## src/hw/rtl/rclm_pkg.sv

```systemverilog
// ----------------------------------------------------------------------------
// rclm_pkg
// Shared sizes, request and status codes and the dedup status struct for the
// region contour list merge core.
// ----------------------------------------------------------------------------
package rclm_pkg;

  localparam int ID_W   = 16;
  localparam int SPAN_W = 24;
  localparam int IDX_W  = 5;
  localparam int N_MAX  = 32;
  localparam int O_MAX  = 16;

  localparam int NIDX_W  = $clog2(N_MAX);
  localparam int OIDX_W  = $clog2(O_MAX);
  localparam int NCNT_W  = $clog2(N_MAX + 1);
  localparam int OLEN_W  = $clog2(O_MAX + 1);
  localparam int TIDX_W  = $clog2(2 * N_MAX);
  localparam int TCNT_W  = $clog2(2 * N_MAX);
  localparam int OTIDX_W = $clog2(2 * O_MAX);
  localparam int OCNT_W  = $clog2(2 * O_MAX + 1);
  localparam int POS_A   = $clog2(2 * N_MAX + 1);
  localparam int POS_B   = $clog2(2 * O_MAX + 1);
  localparam int POS_W   = (POS_A > POS_B) ? POS_A : POS_B;

  localparam logic [2:0] REQ_RESET   = 3'd0;
  localparam logic [2:0] REQ_ADD_NB  = 3'd1;
  localparam logic [2:0] REQ_ADD_OV  = 3'd2;
  localparam logic [2:0] REQ_SPANS   = 3'd3;
  localparam logic [2:0] REQ_TEST    = 3'd4;
  localparam logic [2:0] REQ_MERGE   = 3'd5;
  localparam logic [2:0] REQ_REPLACE = 3'd6;
  localparam logic [2:0] REQ_READ    = 3'd7;

  localparam logic [1:0] ST_OK     = 2'd0;
  localparam logic [1:0] ST_NOCONN = 2'd1;
  localparam logic [1:0] ST_CAP    = 2'd2;

  typedef struct packed {
    logic              emit;
    logic              drop;
    logic [TCNT_W-1:0] cnt;
  } dedup_t;

endpackage

```

## src/hw/rtl/rclm_dedup.sv

```systemverilog
// ----------------------------------------------------------------------------
// rclm_dedup
// Streaming circular duplicate filter: collapses runs of equal ids and flags
// a wrap-around match between the last and the first kept id.
// ----------------------------------------------------------------------------
module rclm_dedup (
  input  logic                    clk,
  input  logic                    rst,
  input  logic                    clear,
  input  logic                    push,
  input  logic [rclm_pkg::ID_W-1:0] din,
  output rclm_pkg::dedup_t        st
);
  import rclm_pkg::*;

  logic [ID_W-1:0]   first_id;
  logic [ID_W-1:0]   last_id;
  logic [TCNT_W-1:0] cnt;

  assign st.emit = push && ((cnt == '0) || (din != last_id));
  assign st.drop = (cnt > TCNT_W'(1)) && (last_id == first_id);
  assign st.cnt  = cnt;

  always_ff @(posedge clk) begin
    if (rst || clear) begin
      cnt <= '0;
    end else if (st.emit) begin
      cnt <= cnt + TCNT_W'(1);
    end
  end

  always_ff @(posedge clk) begin
    if (st.emit) begin
      last_id <= din;
      if (cnt == '0) begin
        first_id <= din;
      end
    end
  end

endmodule

```

## src/hw/rtl/region_contour_list_merge_core.sv

```systemverilog
// One item at a time; every list step is an address state followed by a data state on a single read port.
// Reset (synchronous, active high) clears ids, span counts and list lengths.
// ----------------------------------------------------------------------------
// region_contour_list_merge_core
// Two region records with circular neighbour lists and overlap lists, under a
// small sequencer that tests, merges, replaces and reads them.
// ----------------------------------------------------------------------------
module region_contour_list_merge_core (
  input  logic        clk,
  input  logic        rst,
  input  logic        s_tvalid,
  output logic        s_tready,
  // s_tdata: value[15:0], new_value[31:16], span_value[55:32], index[60:56]
  input  logic [63:0] s_tdata,
  // s_tuser: req_type[2:0], side[3], list_sel[4]
  input  logic [4:0]  s_tuser,
  output logic        m_tvalid,
  input  logic        m_tready,
  // m_tdata: status[1:0], data[17:2], neighbour_count[23:18],
  //          overlap_count[28:24], span_total[52:29]
  output logic [55:0] m_tdata
);
  import rclm_pkg::*;

  localparam logic [4:0] S_IDLE = 5'd0,  S_EXEC = 5'd1,  S_RD_A = 5'd2,  S_RD_B = 5'd3;
  localparam logic [4:0] S_SCAN_A = 5'd4, S_SCAN_B = 5'd5, S_T2 = 5'd6, S_T3 = 5'd7;
  localparam logic [4:0] S_T4 = 5'd8,  S_M2 = 5'd9,  S_M3 = 5'd10, S_MS_A = 5'd11;
  localparam logic [4:0] S_MS_B = 5'd12, S_M4 = 5'd13, S_OC_A = 5'd14, S_OC_B = 5'd15;
  localparam logic [4:0] S_OU_A = 5'd16, S_OU_B = 5'd17, S_OU_C = 5'd18, S_M5 = 5'd19;
  localparam logic [4:0] S_NC_A = 5'd20, S_NC_B = 5'd21, S_OW_A = 5'd22, S_OW_B = 5'd23;
  localparam logic [4:0] S_RN_A = 5'd24, S_RN_B = 5'd25, S_RO_A = 5'd26, S_RO_B = 5'd27;
  localparam logic [4:0] S_DONE = 5'd28;

  localparam logic [1:0] MEM_N = 2'd0, MEM_O = 2'd1, MEM_NT = 2'd2, MEM_OT = 2'd3;

  // Record state.
  logic [ID_W-1:0]   rid   [2];
  logic [SPAN_W-1:0] spans [2];
  logic [NCNT_W-1:0] nlen  [2];
  logic [OLEN_W-1:0] olen  [2];

  // List storage and merge scratch buffers.
  logic [ID_W-1:0] nmem [2*N_MAX];
  logic [ID_W-1:0] omem [2*O_MAX];
  logic [ID_W-1:0] ntmp [2*N_MAX];
  logic [ID_W-1:0] otmp [2*O_MAX];
  logic [ID_W-1:0] n_rdata, o_rdata, nt_rdata, ot_rdata;

  logic              n_we, o_we, nt_we, ot_we;
  logic [TIDX_W-1:0] n_waddr, nt_waddr;
  logic [OIDX_W:0]   o_waddr;
  logic [OTIDX_W-1:0] ot_waddr;
  logic [ID_W-1:0]   n_wdata, o_wdata, nt_wdata, ot_wdata;
  logic [POS_W-1:0]  o_ridx;

  // Captured item.
  logic [2:0]        req_q;
  logic              side_q, sel_q;
  logic [ID_W-1:0]   val_q, nval_q;
  logic [SPAN_W-1:0] span_q;
  logic [IDX_W-1:0]  idx_q;

  // Sequencer.
  logic [4:0]        state, ret;
  logic [1:0]        msel;
  logic              rs, phase, changed;
  logic [POS_W-1:0]  pos, k, scan_len, hitpos, pt_q, pc_q;
  logic [1:0]        hits;
  logic [ID_W-1:0]   key;
  logic [OLEN_W-1:0] j;
  logic [OCNT_W-1:0] oc;
  logic [1:0]        stat_q;
  logic [ID_W-1:0]   data_q;

  logic [ID_W-1:0]   rdata_sel;
  logic              eq;
  logic              oth;
  logic              dclr, dpush;
  logic [ID_W-1:0]   ddin;
  dedup_t            dst;
  logic [TCNT_W-1:0] fin;
  logic [SPAN_W:0]   span_sum;
  logic [SPAN_W-1:0] span_sat;

  function automatic logic [POS_W-1:0] wrap_inc(input logic [POS_W-1:0] p,
                                                input logic [NCNT_W-1:0] n);
    logic [POS_W-1:0] inc;
    inc = p + POS_W'(1);
    return (inc == POS_W'(n)) ? '0 : inc;
  endfunction

  assign oth      = ~side_q;
  assign s_tready = (state == S_IDLE);
  assign fin      = dst.cnt - TCNT_W'(dst.drop);
  assign span_sum = {1'b0, spans[0]} + {1'b0, spans[1]};
  assign span_sat = span_sum[SPAN_W] ? {SPAN_W{1'b1}} : span_sum[SPAN_W-1:0];

  // The one shared id comparator: selected read data against the key.
  always_comb begin
    unique case (msel)
      MEM_N:   rdata_sel = n_rdata;
      MEM_O:   rdata_sel = o_rdata;
      MEM_NT:  rdata_sel = nt_rdata;
      default: rdata_sel = ot_rdata;
    endcase
  end
  assign eq = (rdata_sel == key);

  // Duplicate filter feeding the neighbour scratch buffer.
  assign dclr  = (state == S_M3) || (state == S_EXEC && req_q == REQ_REPLACE);
  assign dpush = (state == S_MS_B) || (state == S_RN_B);
  assign ddin  = (state == S_RN_B && eq) ? nval_q : n_rdata;

  rclm_dedup u_dedup (
    .clk   (clk),
    .rst   (rst),
    .clear (dclr),
    .push  (dpush),
    .din   (ddin),
    .st    (dst)
  );

  // Write ports.
  always_comb begin
    n_we    = 1'b0;
    n_waddr = {side_q, k[NIDX_W-1:0]};
    n_wdata = nt_rdata;
    if (state == S_EXEC && req_q == REQ_ADD_NB && nlen[side_q] < NCNT_W'(N_MAX)) begin
      n_we    = 1'b1;
      n_waddr = {side_q, nlen[side_q][NIDX_W-1:0]};
      n_wdata = val_q;
    end else if (state == S_NC_B) begin
      n_we = 1'b1;
    end
  end

  always_comb begin
    o_we    = 1'b0;
    o_waddr = {side_q, pos[OIDX_W-1:0]};
    o_wdata = ot_rdata;
    if (state == S_EXEC && req_q == REQ_ADD_OV && olen[side_q] < OLEN_W'(O_MAX)) begin
      o_we    = 1'b1;
      o_waddr = {side_q, olen[side_q][OIDX_W-1:0]};
      o_wdata = val_q;
    end else if (state == S_RO_B && eq) begin
      o_we    = 1'b1;
      o_wdata = nval_q;
    end else if (state == S_OW_B) begin
      o_we = 1'b1;
    end
  end

  assign nt_we    = dst.emit;
  assign nt_waddr = dst.cnt[TIDX_W-1:0];
  assign nt_wdata = ddin;

  always_comb begin
    ot_we    = 1'b0;
    ot_waddr = pos[OTIDX_W-1:0];
    ot_wdata = o_rdata;
    if (state == S_OC_B) begin
      ot_we = 1'b1;
    end else if (state == S_OU_C && hits == 2'd0) begin
      ot_we    = 1'b1;
      ot_waddr = oc[OTIDX_W-1:0];
      ot_wdata = key;
    end
  end

  assign o_ridx = (state == S_OU_A || state == S_OU_B) ? POS_W'(j) : pos;

  always_ff @(posedge clk) begin
    if (n_we)  nmem[n_waddr]  <= n_wdata;
    if (o_we)  omem[o_waddr]  <= o_wdata;
    if (nt_we) ntmp[nt_waddr] <= nt_wdata;
    if (ot_we) otmp[ot_waddr] <= ot_wdata;
    n_rdata  <= nmem[{rs, pos[NIDX_W-1:0]}];
    o_rdata  <= omem[{rs, o_ridx[OIDX_W-1:0]}];
    nt_rdata <= ntmp[pos[TIDX_W-1:0]];
    ot_rdata <= otmp[pos[OTIDX_W-1:0]];
  end

  // Output register: a finished result waits here while the core goes back to idle.
  always_ff @(posedge clk) begin
    if (rst) begin
      m_tvalid <= 1'b0;
    end else if (state == S_DONE && (!m_tvalid || m_tready)) begin
      m_tvalid <= 1'b1;
    end else if (m_tready) begin
      m_tvalid <= 1'b0;
    end
  end

  always_ff @(posedge clk) begin
    if (state == S_DONE && (!m_tvalid || m_tready)) begin
      m_tdata <= {3'd0, spans[side_q], olen[side_q], nlen[side_q], data_q, stat_q};
    end
  end

  // Sequencer and record state.
  always_ff @(posedge clk) begin
    if (rst) begin
      state   <= S_IDLE;
      rid[0]  <= '0;
      rid[1]  <= '0;
      spans[0] <= '0;
      spans[1] <= '0;
      nlen[0] <= '0;
      nlen[1] <= '0;
      olen[0] <= '0;
      olen[1] <= '0;
    end else begin
      unique case (state)
        S_IDLE: begin
          if (s_tvalid) begin
            req_q  <= s_tuser[2:0];
            side_q <= s_tuser[3];
            sel_q  <= s_tuser[4];
            val_q  <= s_tdata[15:0];
            nval_q <= s_tdata[31:16];
            span_q <= s_tdata[55:32];
            idx_q  <= s_tdata[60:56];
            stat_q <= ST_OK;
            data_q <= '0;
            state  <= S_EXEC;
          end
        end

        S_EXEC: begin
          unique case (req_q)
            REQ_RESET: begin
              rid[side_q]   <= val_q;
              spans[side_q] <= '0;
              nlen[side_q]  <= '0;
              olen[side_q]  <= '0;
              state <= S_DONE;
            end
            REQ_ADD_NB: begin
              if (nlen[side_q] < NCNT_W'(N_MAX)) nlen[side_q] <= nlen[side_q] + NCNT_W'(1);
              else stat_q <= ST_CAP;
              state <= S_DONE;
            end
            REQ_ADD_OV: begin
              if (olen[side_q] < OLEN_W'(O_MAX)) olen[side_q] <= olen[side_q] + OLEN_W'(1);
              else stat_q <= ST_CAP;
              state <= S_DONE;
            end
            REQ_SPANS: begin
              spans[side_q] <= span_q;
              state <= S_DONE;
            end
            REQ_TEST, REQ_MERGE: begin
              msel     <= MEM_N;
              rs       <= side_q;
              key      <= rid[oth];
              scan_len <= POS_W'(nlen[side_q]);
              pos      <= '0;
              hits     <= 2'd0;
              ret      <= (req_q == REQ_TEST) ? S_T2 : S_M2;
              state    <= S_SCAN_A;
            end
            REQ_REPLACE: begin
              msel    <= MEM_N;
              rs      <= side_q;
              key     <= val_q;
              pos     <= '0;
              changed <= 1'b0;
              state   <= S_RN_A;
            end
            default: begin
              rs  <= side_q;
              pos <= POS_W'(idx_q);
              if (!sel_q && POS_W'(idx_q) < POS_W'(nlen[side_q])) begin
                msel  <= MEM_N;
                state <= S_RD_A;
              end else if (sel_q && POS_W'(idx_q) < POS_W'(olen[side_q])) begin
                msel  <= MEM_O;
                state <= S_RD_A;
              end else begin
                state <= S_DONE;
              end
            end
          endcase
        end

        S_RD_A: state <= S_RD_B;
        S_RD_B: begin
          data_q <= rdata_sel;
          state  <= S_DONE;
        end

        // Generic scan: count matches of key (saturating at two), note the first.
        S_SCAN_A: state <= (pos == scan_len) ? ret : S_SCAN_B;
        S_SCAN_B: begin
          if (eq) begin
            if (hits == 2'd0) hitpos <= pos;
            if (hits != 2'd2) hits <= hits + 2'd1;
          end
          pos   <= pos + POS_W'(1);
          state <= S_SCAN_A;
        end

        // Mergeability test.
        S_T2: begin
          if (hits != 2'd1) begin
            stat_q <= ST_NOCONN;
            state  <= S_DONE;
          end else begin
            msel     <= MEM_O;
            rs       <= side_q;
            scan_len <= POS_W'(olen[side_q]);
            pos      <= '0;
            hits     <= 2'd0;
            ret      <= S_T3;
            state    <= S_SCAN_A;
          end
        end
        S_T3: begin
          if (hits != 2'd0) begin
            stat_q <= ST_NOCONN;
            state  <= S_DONE;
          end else begin
            rs       <= oth;
            key      <= rid[side_q];
            scan_len <= POS_W'(olen[oth]);
            pos      <= '0;
            hits     <= 2'd0;
            ret      <= S_T4;
            state    <= S_SCAN_A;
          end
        end
        S_T4: begin
          if (hits != 2'd0) stat_q <= ST_NOCONN;
          state <= S_DONE;
        end

        // Merge: find both contacts.
        S_M2: begin
          if (hits == 2'd0) begin
            stat_q <= ST_NOCONN;
            state  <= S_DONE;
          end else begin
            pt_q     <= hitpos;
            rs       <= oth;
            key      <= rid[side_q];
            scan_len <= POS_W'(nlen[oth]);
            pos      <= '0;
            hits     <= 2'd0;
            ret      <= S_M3;
            state    <= S_SCAN_A;
          end
        end
        S_M3: begin
          if (hits == 2'd0) begin
            stat_q <= ST_NOCONN;
            state  <= S_DONE;
          end else begin
            pc_q  <= hitpos;
            rs    <= side_q;
            pos   <= wrap_inc(pt_q, nlen[side_q]);
            k     <= '0;
            phase <= 1'b0;
            state <= S_MS_A;
          end
        end

        // Splice both rotated lists through the duplicate filter.
        S_MS_A: begin
          if (k == (phase ? POS_W'(nlen[oth]) : POS_W'(nlen[side_q])) - POS_W'(1)) begin
            if (!phase) begin
              phase <= 1'b1;
              rs    <= oth;
              pos   <= wrap_inc(pc_q, nlen[oth]);
              k     <= '0;
            end else begin
              state <= S_M4;
            end
          end else begin
            state <= S_MS_B;
          end
        end
        S_MS_B: begin
          pos   <= wrap_inc(pos, nlen[rs]);
          k     <= k + POS_W'(1);
          state <= S_MS_A;
        end

        S_M4: begin
          if (fin > TCNT_W'(N_MAX)) begin
            stat_q <= ST_CAP;
            state  <= S_DONE;
          end else begin
            rs    <= side_q;
            pos   <= '0;
            state <= S_OC_A;
          end
        end

        // Overlap union built in scratch: own list, then new ids of the other.
        S_OC_A: begin
          if (pos == POS_W'(olen[side_q])) begin
            oc    <= OCNT_W'(olen[side_q]);
            j     <= '0;
            rs    <= oth;
            state <= S_OU_A;
          end else begin
            state <= S_OC_B;
          end
        end
        S_OC_B: begin
          pos   <= pos + POS_W'(1);
          state <= S_OC_A;
        end
        S_OU_A: state <= (j == olen[oth]) ? S_M5 : S_OU_B;
        S_OU_B: begin
          key      <= o_rdata;
          msel     <= MEM_OT;
          scan_len <= POS_W'(oc);
          pos      <= '0;
          hits     <= 2'd0;
          ret      <= S_OU_C;
          state    <= S_SCAN_A;
        end
        S_OU_C: begin
          if (hits == 2'd0) oc <= oc + OCNT_W'(1);
          j     <= j + OLEN_W'(1);
          state <= S_OU_A;
        end

        S_M5: begin
          if (oc > OCNT_W'(O_MAX)) begin
            stat_q <= ST_CAP;
            state  <= S_DONE;
          end else begin
            pos   <= POS_W'(dst.drop);
            k     <= '0;
            state <= S_NC_A;
          end
        end

        // Copy the filtered neighbour list back, skipping a wrapped duplicate.
        S_NC_A: begin
          if (k == POS_W'(fin)) begin
            nlen[side_q] <= fin[NCNT_W-1:0];
            pos   <= '0;
            rs    <= side_q;
            msel  <= MEM_O;
            state <= (req_q == REQ_MERGE) ? S_OW_A : S_RO_A;
          end else begin
            state <= S_NC_B;
          end
        end
        S_NC_B: begin
          pos   <= pos + POS_W'(1);
          k     <= k + POS_W'(1);
          state <= S_NC_A;
        end

        S_OW_A: begin
          if (pos == POS_W'(oc)) begin
            olen[side_q]  <= oc[OLEN_W-1:0];
            spans[side_q] <= span_sat;
            state <= S_DONE;
          end else begin
            state <= S_OW_B;
          end
        end
        S_OW_B: begin
          pos   <= pos + POS_W'(1);
          state <= S_OW_A;
        end

        // Replace: neighbours go through the filter, overlaps are patched in place.
        S_RN_A: begin
          if (pos == POS_W'(nlen[side_q])) begin
            if (changed) begin
              pos   <= POS_W'(dst.drop);
              k     <= '0;
              state <= S_NC_A;
            end else begin
              pos   <= '0;
              msel  <= MEM_O;
              state <= S_RO_A;
            end
          end else begin
            state <= S_RN_B;
          end
        end
        S_RN_B: begin
          if (eq) changed <= 1'b1;
          pos   <= pos + POS_W'(1);
          state <= S_RN_A;
        end
        S_RO_A: state <= (pos == POS_W'(olen[side_q])) ? S_DONE : S_RO_B;
        S_RO_B: begin
          pos   <= pos + POS_W'(1);
          state <= S_RO_A;
        end

        S_DONE: begin
          if (!m_tvalid || m_tready) state <= S_IDLE;
        end

        default: state <= S_IDLE;
      endcase
    end
  end

endmodule

```

## config.mk

```make
export PLATFORM = sky130hd
export DESIGN_NAME = region_contour_list_merge_core
export DESIGN_NICKNAME = d
export VERILOG_FILES = /design/src/hw/rtl/rclm_pkg.sv /design/src/hw/rtl/rclm_dedup.sv /design/src/hw/rtl/region_contour_list_merge_core.sv
export SDC_FILE = /design/constraint.sdc
export NUM_CORES = 2
export LEC_CHECK = 0
export BUFFER_PORTS_ARGS = -buffer_cell sky130_fd_sc_hd__buf_2
export CAP_MARGIN = 20
export CORE_MARGIN = 5
export CORE_UTILIZATION = 34
export DETAILED_ROUTE_END_ITERATION = 10
export GPL_TIMING_DRIVEN = 0
export PLACE_DENSITY = 0.47
export RECOVER_POWER = 25
export SYNTH_ARGS = -nofsm -noshare
export SYNTH_HDL_FRONTEND = slang
export SYNTH_SLANG_ARGS = --single-unit
```

## constraint.sdc

```tcl
create_clock -name clk -period 7.8 [get_ports clk]
set_input_delay 0 -clock clk [delete_from_list [all_inputs] [get_ports clk]]
set_output_delay 0 -clock clk [all_outputs]
set_load 0.03 [all_outputs]
```

==> results.json <==
{
  "max-cap-violations": 19,
  "root_buffer": "clkbuf_16",
  "yosysWarnings": 0,
  "port_buffers": 123,
  "die_h_um": 652.0,
  "worst_pin_slew_ns": 3.243,
  "p_seq_share_pct": 42.9,
  "grt.total_usage_pct": 25.26,
  "cellPowerDensity_mw_per_mm2": 336.8,
  "first_iter_violations": 12043,
  "finalCriticalPeriod_ns": 7.070,
  "cp.depth": 12,
  "crit_path_end_kind": "flop",
  "yosysMostFrequentCell": "edfxtp_1",
  "timing.fmax_mhz": 141.4,
  "post_synth_inst_count": 7376,
  "cts_made_buffers": 379,
  "die_w_um": 652.0,
  "dp_slack_ns": 1.252,
  "path_clk_slew_ns": 0.07,
  "firstDrtPassIters": 6,
  "worstPathRequired_ns": 8.45,
  "initial_core_util_pct": 34.16,
  "hp-start": "s_tvalid",
  "overflow": 0,
  "relSlewSlack_pct": -116.2,
  "rr_startpoint": "pos[0]",
  "synth_edf_count": 3423,
  "antenna_found_initial": 63,
  "hold_violations": 0,
  "syn2layout_area_growth_pct": 19.19,
  "core_mm2": 0.4102,
  "path_cells": "buf_2 -> buf_2 -> clkbuf_1 -> buf_2 -> buf_2 -> buf_2 -> mux2i_1 -> o221ai_1 -> o32ai_1 -> a21oi_1 -> o211ai_1 -> o21ai_0",
  "holdPathEnd": "state[3]",
  "internal-power_mw": 37.65,
  "synth.top_cell.area_share_pct": 73.36,
  "antenna_left": 0,
  "worstPathArrival_ns": 7.72,
  "drive_above_1_share_pct": 23.72,
  "post_cts_resize_count": 0,
  "slew_viol_final": 813,
  "wl_um": 551800,
  "remaining_drc_errors": 0,
  "r2r_end": "nt_rdata[1]",
  "p_leak_nw": 53.39,
  "rr_worst_depth": 12,
  "path_delay_family": "buffers and inverters",
  "finalWorstSetupSlack_ns": 0.7297,
  "whs_ns": 0.1264,
  "swShare_pct": 33.05,
  "yosys-top-cells-count": "edfxtp_1, mux4_2, nand2_1",
  "fin_tns_setup_ns": 0,
  "peakVddDrop_v": 0.0002006,
  "cts_hold_buf": 135,
  "grt_max_degree": 67,
  "crit_buf_inv": 6,
  "status": "complete, but fails checks",
  "cpMaxStageDelayCell": "clkbuf_1",
  "critPathLaunchType": "flop",
  "layout.nets": 8411,
  "path_max_fanout": 11,
  "grt_pass1_vias": 79712,
  "gp_congestion": 0.9534,
  "crit_top_cell": "buf_2",
  "grt_pass1_wl_um": 725800,
  "violations": "max-capacitance violations, max-slew violations",
  "dp_hpwl_um": 388600,
  "die-area_mm2": 0.4250,
  "vias_per_cell": 5.827,
  "combPwrFrac_pct": 25.9,
  "synth_flop_cell": "edfxtp_1",
  "wl_per_cell_um": 39.16,
  "cts_tree": "yes",
  "crit_path_max_incr_delay_ns": 1.42,
  "ys_seq_area_share_pct": 74.48,
  "cts_sinks": 3501,
  "whs_path_depth": 4,
  "via_count": 82104,
  "total_power_mw": 56.24,
  "cts_setup_buffers": 0,
  "syn_area_per_cell_um2": 19.00,
  "num_rows": 235,
  "clockPowerShare_pct": 31.3,
  "p_sw_mw": 18.59,
  "hold_class": "input port to flop",
  "netlist_area_mm2": 0.1401,
  "synth-seq-cells": 3501,
  "yosysTopAreaCell": "edfxtp_1",
  "ys_top_cells_by_area": "edfxtp_1, mux4_2, mux2i_1, nand2_1, dfxtp_1",
  "clk_latency_ns": 0.97,
  "num_io_pins": 131,
  "setup_viol": 0,
  "synth.distinct_cells": 86,
  "postSynth.asyncResetShare_pct": 0,
  "worstSetupPathType": "flop to flop",
  "rsz0062_at_grt": "false",
  "cts_buffer_depth": 4,
  "fin_crit_sh_pct": 90.64,
  "cts_htree_levels": 5,
  "skew_ns": 0.08588,
  "r2r_slack_ns": 0.73
}
[layout by cell type, fill, tap and decap left out, types with 21 or more instances in the layout]
cell	count
a31oi_1	32
nor2_2	96
mux2_2	32
clkbuf_1	392
edfxtp_1	3423
nand3_1	128
buf_8	106
o22ai_1	66
xor2_1	56
nand2b_1	28
clkinv_1	87
mux2_1	37
a21o_1	21
diode_2	37
o221ai_1	136
bufinv_16	22
a211oi_1	33
dfxtp_1	78
nor3_1	50
clkbuf_16	388
nand2_1	426
a21oi_1	204
o21ai_0	155
buf_2	153
buf_16	67
ha_1	51
buf_12	55
buf_1	24
clkbuf_2	63
inv_1	45
clkinv_2	71
and3_1	58
mux4_2	731
dlygate4sd3_1	135
nor2_4	97
mux2i_1	339
nor2_1	195
xnor2_1	114
[metal layers]
layer	global-route usage (%)	part of all wire, %	vias to the layer above
met5	0	0.028	-
met4	10.02	4.6	22
met3	6.355	9.8	932
met2	39.37	46	4729
met1	34.02	40	44395
li1	-	-	32026
[how the worst max path moves through the flow]
stage          slack, ns      endpoint  startpoint
2_1_floorplan       2.37    ntmp[0][4]     msel[1]
3_3_place_gp       -1.42    otmp[7][7]      pos[1]
3_5_place_dp        1.25    otmp[9][7]      pos[1]
4_1_cts             1.16    otmp[1][7]      pos[1]
5_1_grt             0.57  ntmp[57][14]     msel[0]
6_report            0.73   nt_rdata[1]      pos[0]
[power groups by stage]
stage | registers, mW | logic [mW] | clock network (mW)
2_1_floorplan | 24.1 | 6.55 | 0
3_3_place_gp | 24.7 | 13.0 | 0
3_5_place_dp | 24.4 | 14.4 | 0
4_1_cts | 24.0 | 14.4 | 17.8
5_1_grt | 24.1 | 14.9 | 18.6
6_report | 24.1 | 14.5 | 17.6
[stage by stage]
| stage | utilization [%] | cells | area (µm²) |
|---|---|---|---|
| after floorplan | - | 7378 | 140100 |
| after global placement | 35.97 | 12952 | 147600 |
| after detailed placement | 37.52 | 13205 | 153900 |
| after CTS | 40.76 | 14037 | 167200 |
| after global routing | 40.70 | 14066 | 166900 |
| final | 40.71 | 14090 | 167000 |
[worst reg2reg max path, cell delays in order, from the launching register on]
cell,delay (ns)
edfxtp_1,0.42
buf_2,0.33
buf_2,0.55
clkbuf_1,1.44
buf_2,0.84
buf_2,0.83
buf_2,0.66
mux2i_1,0.27
o221ai_1,0.17
o32ai_1,0.19
a21oi_1,0.11
o211ai_1,0.35
o21ai_0,0.61
[cell families (layout without fill, tap and decap cells)]
family	count (synthesis)	after routing	synth area share, %
DFF	3501	3501	74.48
and+or+nand+nor	1241	1241	4.001
other	1	40	0.002676
xor gates and xnor gates	173	173	1.102
adders and majority gates	52	52	0.4697
muxes	1147	1147	14.88
buffers and inverters	464	1688	1.362
AOI/OAI and AO/OA	797	797	3.711
[sequential cells by signal (all words and copies together) (netlist names), 24 cells and up, named ones only]
register / cells
nmem: 1024
spans: 48
ntmp: 1024
rid: 32
otmp: 512
omem: 512
m_tdata: 53
span_q: 24
[final cells by class]
type / instances / area (µm²)
Clock buffer: 483 / 10190
Tap cell: 5451 / 6820
Multi-Input combinational cell: 3413 / 35130
Buffer: 414 / 1821
Fill cell: 36634 / 243200
Clock inverter: 214 / 1722
Timing Repair Buffer: 527 / 6679
Inverter: 50 / 187.7
Antenna cell: 37 / 92.59
Sequential cell: 3501 / 104400
Power figures use the tool's default switching activity.
